`config.mk`:
```
export PLATFORM = sky130hd
export DESIGN_NAME = led_brightness_fade_ramp_core
export DESIGN_NICKNAME = d
export VERILOG_FILES = /design/src/hdl/lbf_pkg.sv /design/src/hdl/led_brightness_fade_ramp_core.sv /design/src/hdl/lbf_div.sv
export VERILOG_INCLUDE_DIRS = /design/src /design/src/hdl
export SDC_FILE = /design/constraint.sdc
export NUM_CORES = 1
export LEC_CHECK = 0
export BUFFER_PORTS_ARGS = -buffer_cell sky130_fd_sc_hd__buf_4
export CAP_MARGIN = 40
export CORE_ASPECT_RATIO = 0.75
export CORE_UTILIZATION = 35
export DETAILED_ROUTE_END_ITERATION = 10
export GPL_ROUTABILITY_DRIVEN = 0
export GPL_TIMING_DRIVEN = 0
export PLACE_DENSITY = 0.63
export SYNTH_ARGS = -nofsm -noshare
export SYNTH_HDL_FRONTEND = slang
export SYNTH_SLANG_ARGS = --single-unit
export TNS_END_PERCENT = 30
```
`constraint.sdc`:
```
create_clock -name clk -period 9.3 [get_ports clk]
set_clock_uncertainty 0.15 [all_clocks]
set_input_delay 1.395 -clock clk [delete_from_list [all_inputs] [get_ports clk]]
set_output_delay 1.395 -clock clk [all_outputs]
set_load 0.005 [all_outputs]
```
`src/hdl/assert_macros.svh`:
```
// Assertion macros shared by the RTL of the LED fade core.
// Uses clk and rst_n from the scope of the module that includes it.
`ifndef ASSERT_MACROS_SVH
`define ASSERT_MACROS_SVH

`ifndef SYNTH

`define ASSERT_PROP(lbl, prop, msg) \
    lbl: assert property (@(posedge clk) disable iff (!rst_n) prop) else $error(msg);

`define ASSERT_NEVER(lbl, expr, msg) \
    lbl: assert property (@(posedge clk) disable iff (!rst_n) !(expr)) else $error(msg);

`else

`define ASSERT_PROP(lbl, prop, msg)

`define ASSERT_NEVER(lbl, expr, msg)

`endif

`endif

```
`src/hdl/lbf_pkg.sv`:
```
// Types and constants of the LED brightness fade core.
// No dependencies; used by lbf_div and led_brightness_fade_ramp_core.
package lbf_pkg;

    localparam int DIV_W = 16;
    localparam int LEVEL_W = 8;
    localparam int DUR_W = 16;
    localparam logic [DUR_W-1:0] MAX_DUR_RESET = 16'd10000;

    typedef enum logic [2:0] {
        STAT_OK        = 3'd0,
        STAT_BAD_CHAN  = 3'd1,
        STAT_ABOVE_TGT = 3'd2,
        STAT_TOO_LONG  = 3'd3,
        STAT_BUSY      = 3'd4
    } status_t;

    typedef enum logic [2:0] {
        S_IDLE,
        S_EVAL,
        S_DIV_STEPS,
        S_DIV_SIZE,
        S_EMIT
    } state_t;

    typedef enum logic {
        CMD_START = 1'b0,
        CMD_TICK  = 1'b1
    } cmd_t;

endpackage

```
`src/hdl/led_brightness_fade_ramp_core.sv`:
```
// Top level of the two-channel LED brightness fade core; uses lbf_pkg and lbf_div.
// One transaction is in work at a time. A tick, a rejected start or a short start
// passes through the evaluate and emit states, and the next input is accepted once
// the core is back in idle. A start that runs a fade goes twice through the
// bit-serial divider, once for the step count and once for the step size, before
// its result is emitted. While the output register still holds an unaccepted
// result, the new result waits and no input is taken until the output is free.
`include "assert_macros.svh"

module led_brightness_fade_ramp_core #(
    parameter int TICK_MS = 10
) (
    input  logic        clk,
    input  logic        rst_n,
    input  logic        cfg_we,
    input  logic [15:0] cfg_wdata,
    input  logic        s_axis_tvalid,
    output logic        s_axis_tready,
    // tdata: channel[1:0], target_level[9:2], duration_ms[25:10], zero[31:26].
    input  logic [31:0] s_axis_tdata,
    // tuser: command[0].
    input  logic [0:0]  s_axis_tuser,
    output logic        m_axis_tvalid,
    input  logic        m_axis_tready,
    // tdata: status[2:0], red_level[10:3], green_level[18:11], fading[19],
    // finished[20], zero[23:21].
    output logic [23:0] m_axis_tdata
);
    import lbf_pkg::*;

    localparam int TICKS_W = $clog2((2**DUR_W - 1) / TICK_MS + 1);
    localparam logic [DUR_W-1:0] TICK_VAL = DUR_W'(TICK_MS);

    state_t               state_reg, state_next;
    cmd_t                 cmd_reg, cmd_next;
    logic [1:0]           chan_reg, chan_next;
    logic [LEVEL_W-1:0]   tgt_reg, tgt_next;
    logic [DUR_W-1:0]     dur_reg, dur_next;
    status_t              status_reg, status_next;
    logic                 finished_reg, finished_next;
    logic [LEVEL_W-1:0]   red_duty_reg, red_duty_next;
    logic [LEVEL_W-1:0]   green_duty_reg, green_duty_next;
    logic                 fade_active_reg, fade_active_next;
    logic                 fade_channel_reg, fade_channel_next;
    logic [LEVEL_W-1:0]   step_size_reg, step_size_next;
    logic [TICKS_W-1:0]   ticks_left_reg, ticks_left_next;
    logic [LEVEL_W-1:0]   fade_target_reg, fade_target_next;
    logic [TICKS_W-1:0]   steps_reg, steps_next;
    logic [DUR_W-1:0]     max_dur_reg;
    logic                 out_valid_reg, out_valid_next;
    logic [23:0]          out_data_reg, out_data_next;

    logic                 div_start;
    logic [DIV_W-1:0]     div_dividend;
    logic [DIV_W-1:0]     div_divisor;
    logic                 div_done;
    logic [DIV_W-1:0]     div_quotient;
    logic [LEVEL_W-1:0]   cur_level;
    logic [LEVEL_W-1:0]   fade_level;
    logic [LEVEL_W-1:0]   new_level;
    logic [TICKS_W-1:0]   ticks_dec;

    lbf_div u_div (
        .clk      (clk),
        .rst_n    (rst_n),
        .start    (div_start),
        .dividend (div_dividend),
        .divisor  (div_divisor),
        .done     (div_done),
        .quotient (div_quotient)
    );

    assign s_axis_tready = (state_reg == S_IDLE);
    assign m_axis_tvalid = out_valid_reg;
    assign m_axis_tdata  = out_data_reg;

    assign cur_level  = chan_reg[0] ? green_duty_reg : red_duty_reg;
    assign fade_level = fade_channel_reg ? green_duty_reg : red_duty_reg;
    assign ticks_dec  = ticks_left_reg - 1'b1;

    always_comb
    begin
        state_next        = state_reg;
        cmd_next          = cmd_reg;
        chan_next         = chan_reg;
        tgt_next          = tgt_reg;
        dur_next          = dur_reg;
        status_next       = status_reg;
        finished_next     = finished_reg;
        red_duty_next     = red_duty_reg;
        green_duty_next   = green_duty_reg;
        fade_active_next  = fade_active_reg;
        fade_channel_next = fade_channel_reg;
        step_size_next    = step_size_reg;
        ticks_left_next   = ticks_left_reg;
        fade_target_next  = fade_target_reg;
        steps_next        = steps_reg;
        out_valid_next    = out_valid_reg & ~m_axis_tready;
        out_data_next     = out_data_reg;
        div_start         = 1'b0;
        new_level         = cur_level + step_size_reg;
        div_dividend      = {{(DIV_W-LEVEL_W){1'b0}}, tgt_reg - cur_level};
        div_divisor       = div_quotient;

        unique case (state_reg)
            S_IDLE:
            begin
                if (s_axis_tvalid)
                begin
                    cmd_next   = cmd_t'(s_axis_tuser[0]);
                    chan_next  = s_axis_tdata[1:0];
                    tgt_next   = s_axis_tdata[9:2];
                    dur_next   = s_axis_tdata[25:10];
                    state_next = S_EVAL;
                end
            end
            S_EVAL:
            begin
                div_dividend  = dur_reg;
                div_divisor   = TICK_VAL;
                status_next   = STAT_OK;
                finished_next = 1'b0;
                state_next    = S_EMIT;
                if (cmd_reg == CMD_TICK)
                begin
                    if (fade_active_reg)
                    begin
                        ticks_left_next = ticks_dec;
                        if (ticks_dec == '0)
                        begin
                            new_level        = fade_target_reg;
                            fade_active_next = 1'b0;
                            finished_next    = 1'b1;
                        end
                        else
                        begin
                            new_level = fade_level + step_size_reg;
                        end
                        if (fade_channel_reg)
                        begin
                            green_duty_next = new_level;
                        end
                        else
                        begin
                            red_duty_next = new_level;
                        end
                    end
                end
                else if (chan_reg[1])
                begin
                    status_next = STAT_BAD_CHAN;
                end
                else if (cur_level > tgt_reg)
                begin
                    status_next = STAT_ABOVE_TGT;
                end
                else if (dur_reg > max_dur_reg)
                begin
                    status_next = STAT_TOO_LONG;
                end
                else if (fade_active_reg)
                begin
                    status_next = STAT_BUSY;
                end
                else if (dur_reg < TICK_VAL)
                begin
                    finished_next = 1'b1;
                    if (chan_reg[0])
                    begin
                        green_duty_next = tgt_reg;
                    end
                    else
                    begin
                        red_duty_next = tgt_reg;
                    end
                end
                else
                begin
                    div_start  = 1'b1;
                    state_next = S_DIV_STEPS;
                end
            end
            S_DIV_STEPS:
            begin
                if (div_done)
                begin
                    steps_next = div_quotient[TICKS_W-1:0];
                    div_start  = 1'b1;
                    state_next = S_DIV_SIZE;
                end
            end
            S_DIV_SIZE:
            begin
                if (div_done)
                begin
                    step_size_next    = div_quotient[LEVEL_W-1:0];
                    new_level         = cur_level + div_quotient[LEVEL_W-1:0];
                    fade_channel_next = chan_reg[0];
                    fade_target_next  = tgt_reg;
                    ticks_left_next   = steps_reg;
                    fade_active_next  = 1'b1;
                    if (chan_reg[0])
                    begin
                        green_duty_next = new_level;
                    end
                    else
                    begin
                        red_duty_next = new_level;
                    end
                    state_next = S_EMIT;
                end
            end
            S_EMIT:
            begin
                if (!out_valid_reg || m_axis_tready)
                begin
                    out_valid_next = 1'b1;
                    out_data_next  = {3'b000, finished_reg, fade_active_reg,
                                      green_duty_reg, red_duty_reg, status_reg};
                    state_next     = S_IDLE;
                end
            end
            default:
            begin
                state_next = S_IDLE;
            end
        endcase
    end

    always_ff @(posedge clk or negedge rst_n)
    begin
        if (!rst_n)
        begin
            state_reg        <= S_IDLE;
            red_duty_reg     <= '0;
            green_duty_reg   <= '0;
            fade_active_reg  <= 1'b0;
            fade_channel_reg <= 1'b0;
            step_size_reg    <= '0;
            ticks_left_reg   <= '0;
            fade_target_reg  <= '0;
            max_dur_reg      <= MAX_DUR_RESET;
            out_valid_reg    <= 1'b0;
        end
        else
        begin
            state_reg        <= state_next;
            red_duty_reg     <= red_duty_next;
            green_duty_reg   <= green_duty_next;
            fade_active_reg  <= fade_active_next;
            fade_channel_reg <= fade_channel_next;
            step_size_reg    <= step_size_next;
            ticks_left_reg   <= ticks_left_next;
            fade_target_reg  <= fade_target_next;
            out_valid_reg    <= out_valid_next;
            if (cfg_we)
            begin
                max_dur_reg <= cfg_wdata;
            end
        end
    end

    always_ff @(posedge clk)
    begin
        cmd_reg      <= cmd_next;
        chan_reg     <= chan_next;
        tgt_reg      <= tgt_next;
        dur_reg      <= dur_next;
        status_reg   <= status_next;
        finished_reg <= finished_next;
        steps_reg    <= steps_next;
        out_data_reg <= out_data_next;
    end

    `ASSERT_PROP(a_active_has_ticks, fade_active_reg |-> (ticks_left_reg != '0),
                 "Fade running with no ticks left.")
    `ASSERT_PROP(a_red_below_target,
                 (fade_active_reg && !fade_channel_reg) |-> (red_duty_reg <= fade_target_reg),
                 "Red level passed the fade target.")
    `ASSERT_PROP(a_green_below_target,
                 (fade_active_reg && fade_channel_reg) |-> (green_duty_reg <= fade_target_reg),
                 "Green level passed the fade target.")
    `ASSERT_NEVER(a_done_fading, out_valid_reg && out_data_reg[19] && out_data_reg[20],
                  "Result flags fading and finished together.")
    `ASSERT_PROP(a_div_done_state,
                 div_done |-> (state_reg == S_DIV_STEPS || state_reg == S_DIV_SIZE),
                 "Divider finished outside a divide state.")

endmodule

```
`src/hdl/lbf_div.sv`:
```
// Bit-serial restoring divider: one quotient bit per cycle.
// Depends on lbf_pkg for the operand width.
module lbf_div (
    input  logic                        clk,
    input  logic                        rst_n,
    input  logic                        start,
    input  logic [lbf_pkg::DIV_W-1:0]   dividend,
    input  logic [lbf_pkg::DIV_W-1:0]   divisor,
    output logic                        done,
    output logic [lbf_pkg::DIV_W-1:0]   quotient
);
    import lbf_pkg::*;

    localparam int CNT_W = (DIV_W > 1) ? $clog2(DIV_W) : 1;

    logic [DIV_W-1:0] rem_reg, rem_next;
    logic [DIV_W-1:0] q_reg, q_next;
    logic [DIV_W-1:0] dsr_reg, dsr_next;
    logic [CNT_W-1:0] cnt_reg, cnt_next;
    logic             busy_reg, busy_next;
    logic             done_reg, done_next;
    logic [DIV_W:0]   shifted;
    logic [DIV_W:0]   trial;

    always_comb
    begin
        shifted   = {rem_reg, q_reg[DIV_W-1]};
        trial     = shifted - {1'b0, dsr_reg};
        rem_next  = rem_reg;
        q_next    = q_reg;
        dsr_next  = dsr_reg;
        cnt_next  = cnt_reg;
        busy_next = busy_reg;
        done_next = 1'b0;
        if (start)
        begin
            rem_next  = '0;
            q_next    = dividend;
            dsr_next  = divisor;
            cnt_next  = '0;
            busy_next = 1'b1;
        end
        else if (busy_reg)
        begin
            if (trial[DIV_W])
            begin
                rem_next = shifted[DIV_W-1:0];
            end
            else
            begin
                rem_next = trial[DIV_W-1:0];
            end
            q_next   = {q_reg[DIV_W-2:0], ~trial[DIV_W]};
            cnt_next = cnt_reg + 1'b1;
            if (cnt_reg == CNT_W'(DIV_W - 1))
            begin
                busy_next = 1'b0;
                done_next = 1'b1;
            end
        end
    end

    always_ff @(posedge clk or negedge rst_n)
    begin
        if (!rst_n)
        begin
            busy_reg <= 1'b0;
            done_reg <= 1'b0;
            cnt_reg  <= '0;
        end
        else
        begin
            busy_reg <= busy_next;
            done_reg <= done_next;
            cnt_reg  <= cnt_next;
        end
    end

    always_ff @(posedge clk)
    begin
        rem_reg <= rem_next;
        q_reg   <= q_next;
        dsr_reg <= dsr_next;
    end

    assign done     = done_reg;
    assign quotient = q_reg;

endmodule

```
# Word level (Yosys, flattened, before mapping)

Cells that the tools add are included.

Logic and storage cells: 159
Input port bits: 54
Register bits after elaboration: 186

Mux-type cells: 81
Bitwise gates (word level): 3
Add/subtract/negate cells: 6
Reductions and logical operators: 17
$lt $le $gt $ge: 3
Eq/ne operators: 23

Operator list:

| cell                                                                           | number |
|---|---|
| 8-bit two-way mux                                                              | 25 |
| 16-bit two-way mux                                                             | 4 |
| 13-bit two-way mux                                                             | 3 |
| 3-bit two-way mux                                                              | 11 |
| 8-bit case mux with 2 select lines                                             | 2 |
| 3-bit inequality test (second input constant)                                  | 10 |
| 1-bit two-way mux                                                              | 28 |
| 13-bit case mux with 2 select lines                                            | 1 |
| 11-bit AND reduction                                                           | 2 |
| 17-bit by 16-bit subtractor with 17-bit output                                 | 1 |
| 8-bit adder                                                                    | 2 |
| 16-bit > comparator                                                            | 1 |
| 16-bit by 4-bit less-than comparator with 1-bit output (second input constant) | 1 |
| 3-bit case mux with 5 select lines                                             | 1 |
| 13-bit logical NOT                                                             | 1 |
| 13-bit by 1-bit subtractor with 13-bit output (second input constant)          | 1 |
| 2-bit inequality test (second input constant)                                  | 6 |
| 8-bit > comparator                                                             | 1 |
| 4-bit two-way mux                                                              | 2 |
| 2-bit AND reduction                                                            | 4 |
| 4-bit AND reduction                                                            | 2 |
| 8-bit subtractor                                                               | 1 |
| 3-bit by 2-bit == test with 1-bit output (second input constant)               | 2 |
| 4-bit by 1-bit adder with 4-bit output (second input constant)                 | 1 |
| other kinds (15)                                                               | 20 |

# Logic depth before layout (Yosys ltp)

Word-level depth: 9
Depth in mapped cells: 12

# Modules after synthesis

Synthesis repeated with hierarchy kept, for this count alone.

Cells, all modules: 951
Area total of the unflattened synthesis: 10251.1 sq um

Modules (own cells, without submodules):

| module                        | sequential area each (sq um) | instances | area an instance (sq um) | cells an instance |
|---|---|---|---|---|
| led_brightness_fade_ramp_core | 3634.7                       | 1         | 7249.5                   | 687 |
| lbf_div                       | 1431.4                       | 1         | 3001.6                   | 264 |

# Worst setup path before layout

Ideal clock, no wire load.

Path kind: flip-flop to flip-flop
From: reg chan_reg[0]
To: reg u_div.q_reg[0] (netlist: u_div.quotient[0]) (enable)
Period minus slack after synthesis: 4.261 ns
Required time: 8.775 ns
Buffers on the path: 2
Arrival: 3.736 ns
Setup slack: 5.039 ns
Stages on the path, launching flop included: 13
Cell sequence: edfxtp_1 -> clkbuf_1 -> mux2_2 -> ha_1 -> fa_1 -> nor2b_1 -> o2111ai_1 -> nand3_1 -> and2_1 -> a21boi_0 -> a41o_1 -> buf_1 -> nand2b_1

Longest elaborated chain between the ends: 7

RTL lines:

| element                             | line                                 | source |
|---|---|---|
| start: declaration                  | led_brightness_fade_ramp_core.sv:36  | `logic [1:0] chan_reg, chan_next;` |
| start signal: assignment            | led_brightness_fade_ramp_core.sv:266 | `chan_reg <= chan_next;` |
| 8-bit two-way mux                   | led_brightness_fade_ramp_core.sv:77  | `assign cur_level = chan_reg[0] ? green_duty_reg : red_duty_reg;` |
| 8-bit > comparator                  | led_brightness_fade_ramp_core.sv:153 | `else if (cur_level > tgt_reg)` |
| 1-bit two-way mux                   | led_brightness_fade_ramp_core.sv:153 |  |
| 1-bit two-way mux                   | led_brightness_fade_ramp_core.sv:149 | `else if (chan_reg[1])` |
| 1-bit two-way mux                   | led_brightness_fade_ramp_core.sv:124 | `if (cmd_reg == CMD_TICK)` |
| 1-bit case mux with 2 select lines  | led_brightness_fade_ramp_core.sv:105 | `unique case (state_reg)` |
| 2-bit nonzero test (no source line) | -                                    |  |
| end signal: assignment              | lbf_div.sv:82                        | `q_reg <= q_next;` |
| end: declaration                    | lbf_div.sv:17                        | `logic [DIV_W-1:0] q_reg, q_next;` |

Every way passes these cells.
A chain may end at the register's enable or synchronous reset.

# Worst setup path in the final report

From: reg chan_reg[0]
To: reg u_div.q_reg[5] (netlist: u_div.quotient[5]) (enable)

The elaborated chain is that of the path after synthesis.

==> key figures <==
Detailed routing
  • Routed WL per cell: 18.1 um
  • # DRC: 0
  • Pre-Repair DR Iteration Count: 5
  • Via count: 7,767
  • Routed Wire Length: 26,700 um
  • Final ANT Viol Nets: 0
  • Initial DRC count: 661
  • Avg Vias per Cell: 5.27

Clock network
  • Sink Count: 186
  • Post-CTS Resized: 0
  • CTS Buf Count: 17
  • Root buffer cell: clkbuf_16
  • H-tree Lvls: 4
  • Skew-Pair Late Insertion Delay: 0.44 ns
  • Setup Buffers After CTS: 0
  • Worst-path clk slew: 0.08 ns
  • CTS tree: yes
  • Hold_buf cts: 0
  • CTS Buffer Depth: 2

Global route
  • M3 GR Usage: 4.15%
  • Total GRT Usage: 18.5%
  • Met1 usage: 29.1%
  • Vias in the first global route: 7,281
  • GR Overflow Total: 0
  • Largest net degree at the start of global routing: 44
  • First-pass GRT wire length: 41,400 um
  • Layer with the highest usage: met1
  • GR Util met2: 25.4%
  • Initial antenna violation count: 0

STA
  • Period utilisation layout: 58.1%
  • RSZ-0062 raised after global routing: no
  • Worst-margin pin slew: 0.983 ns
  • # setup viols final: 0
  • Fin. Hold Viols: 0
  • Rel. slew slack: 34.5%
  • Slew Viols, Final: 0
  • Tmin final: 5.41 ns
  • F_max: 185 MHz
  • Setup TNS: 0 ns

Outcome
  • Status: finished, final reports clean

Logic synthesis
  • Cell taking the most area after synthesis: edfxtp_1
  • Primary FF master, synth: edfxtp_1
  • Mapped Area: 10,200 um2
  • Most frequent cells after synthesis: edfxtp_1, nor2_1, inv_1, dfrtp_1, nand2_1
  • Post-Synthesis Cells: 978
  • FFs w/ async S/R, synth: 39.2%
  • Register area share after synthesis: 49.7%
  • YS warnings: 0
  • Yosys cell types: 69
  • Post-synth top area share: 28.6%
  • #FFs+latches synth: 186
  • Largest cells by area after synthesis: edfxtp_1, dfrtp_1, ha_1
  • Number of synthesized flops with an enable pin: 97
  • Mean Syn Cell Area: 10.4 um2
  • Top-count cell post-synth: edfxtp_1

Cells and area
  • Area grow syn2layout: 16.4%
  • Ratio of cells with drive above 1 in the final layout: 14.8%
  • Final net count: 1,190
  • Fillers: 2,786
  • Combined area of the multi-input logic cells: 4690 um2
  • Sequential cell area: 5070 um2
  • # diodes: 0
  • Max reg flops: 21

Placed design
  • Post-DP HPWL: 20,300 um
  • Buffers on Ports: 70

Worst hold path
  • Worst hold path type: reg2reg
  • Worst hold path cell count: 0

Floorplan
  • Initial Util: 36.0%
  • Die W: 199 um
  • FP Rows: 53
  • Core outline area: 28,300 um2
  • Die height: 150 um
  • I/O pin count: 80
  • Die footprint: 29,800 um2

Critical path
  • CP arrival: 5.32 ns
  • R2R depth: 12
  • Required time worst endpoint: 9.22 ns
  • Worst Path Class, Setup: reg2reg
  • Crit. End Element: flop
  • Nature of the critical path startpoint: flop
  • CP max FO: 16

Power
  • Leak: 4.85 nW
  • PwrDens: 318 nW/um2
  • Worst vdd ir: 0.153 mV
  • Overall Power: 3.77 mW

Run
  • Total of max-cap violations: 0
==> worst paths after layout <==
check                                            startpoint                          end  slack (ns)
worst min register to register  status_reg[0]$_SDFFCE_PP0P_    m_axis_tdata[0]$_DFFE_PP_        0.27
min in group asynchronous                             rst_n  max_dur_reg[11]$_DFFE_PN0P_        0.73
worst max register to register        chan_reg[0]$_DFFE_PP_  u_div.quotient[5]$_DFFE_PP_        3.89
worst min-delay path            status_reg[0]$_SDFFCE_PP0P_    m_axis_tdata[0]$_DFFE_PP_        0.27
worst max-delay path                  chan_reg[0]$_DFFE_PP_  u_div.quotient[5]$_DFFE_PP_        3.89
max in group asynchronous                             rst_n  max_dur_reg[10]$_DFFE_PN1P_        7.67
==> per-layer routing <==
layer	wire length [um]	share of wire [%]
met1	13800	52
met2	10800	40
met3	1890	7.1
met4	183	0.69
met5	0	0
==> metrics by stage <==
stage	cells	hold slack, ns	area (um2)	setup slack [ns]	utilization [%]
2_1_floorplan	980	0.250	10200	5.04	-
3_3_place_gp	1435	0.254	11200	3.96	39.6
3_5_place_dp	1440	0.255	11300	3.97	39.9
4_1_cts	1472	0.271	11900	3.93	41.9
5_1_grt	1473	0.278	11900	3.53	41.9
6_report	1473	0.271	11900	3.89	41.9
==> cell families (layout without fill, tap and decap cells) <==
group,count (synthesis),count (layout),synth area share (%)
mux,71,71,7.38
fa+ha+maj,61,61,7.78
other cells,1,3,0.0368
flops,186,186,49.7
compound gates,232,232,14.6
xor+xnor,29,29,2.49
buf+inv,115,223,4.42
simple gates,283,283,13.6
==> layout make-up <==
type,instances,share of cell area (%)
Tap cell,385,4.06
Clock inverter,14,1.15
Timing Repair Buffer,76,5.15
Inverter,73,2.31
Clock buffer,18,3.62
Sequential cell,186,42.7
Multi-Input combinational cell,679,39.5
Buffer,42,1.49
==> critical path, stage by stage (launching register included) <==
cell       delay, ns
edfxtp_1        0.36
clkbuf_1        0.60
mux2i_1         0.58
inv_1           0.21
fa_1            0.47
nor2b_1         0.19
o2111ai_1       0.17
nand3_1         0.18
and2_1          0.17
a21boi_0        0.45
a41o_1          0.37
buf_1           0.46
nand2b_1        0.66
==> power by group <==
group	switching [mW]	leakage [nW]	internal [mW]
Sequential	0.208	1.93	1.14
Clock	0.347	0.263	0.376
Combinational	0.986	2.66	0.711
Total	1.54	4.85	2.23
==> layout by cell type, fill, tap and decap left out, types with 6 or more instances in the layout <==
cell type  instances
a31oi_1           21
a21oi_1           67
and2_1            19
o21a_1             9
mux2i_1           38
mux2_2            33
a211oi_1          16
nand2b_1          13
nand2_1           68
nor2b_1           11
nor2_1            76
inv_1             72
buf_4             74
dfxtp_1           16
clkbuf_1          33
and3_1            11
clkbuf_16         17
buf_1              6
a21o_1             7
o21ai_0           49
dfrtp_1           68
xnor2_1           24
ha_1              57
or3_1              6
edfxtp_1          97
a21boi_0           6
nor4_1             7
a211o_1            6
nand4_1            8
nand3_1           22
nor3_1            22
Note: power is estimated with default switching activity, not from simulation.
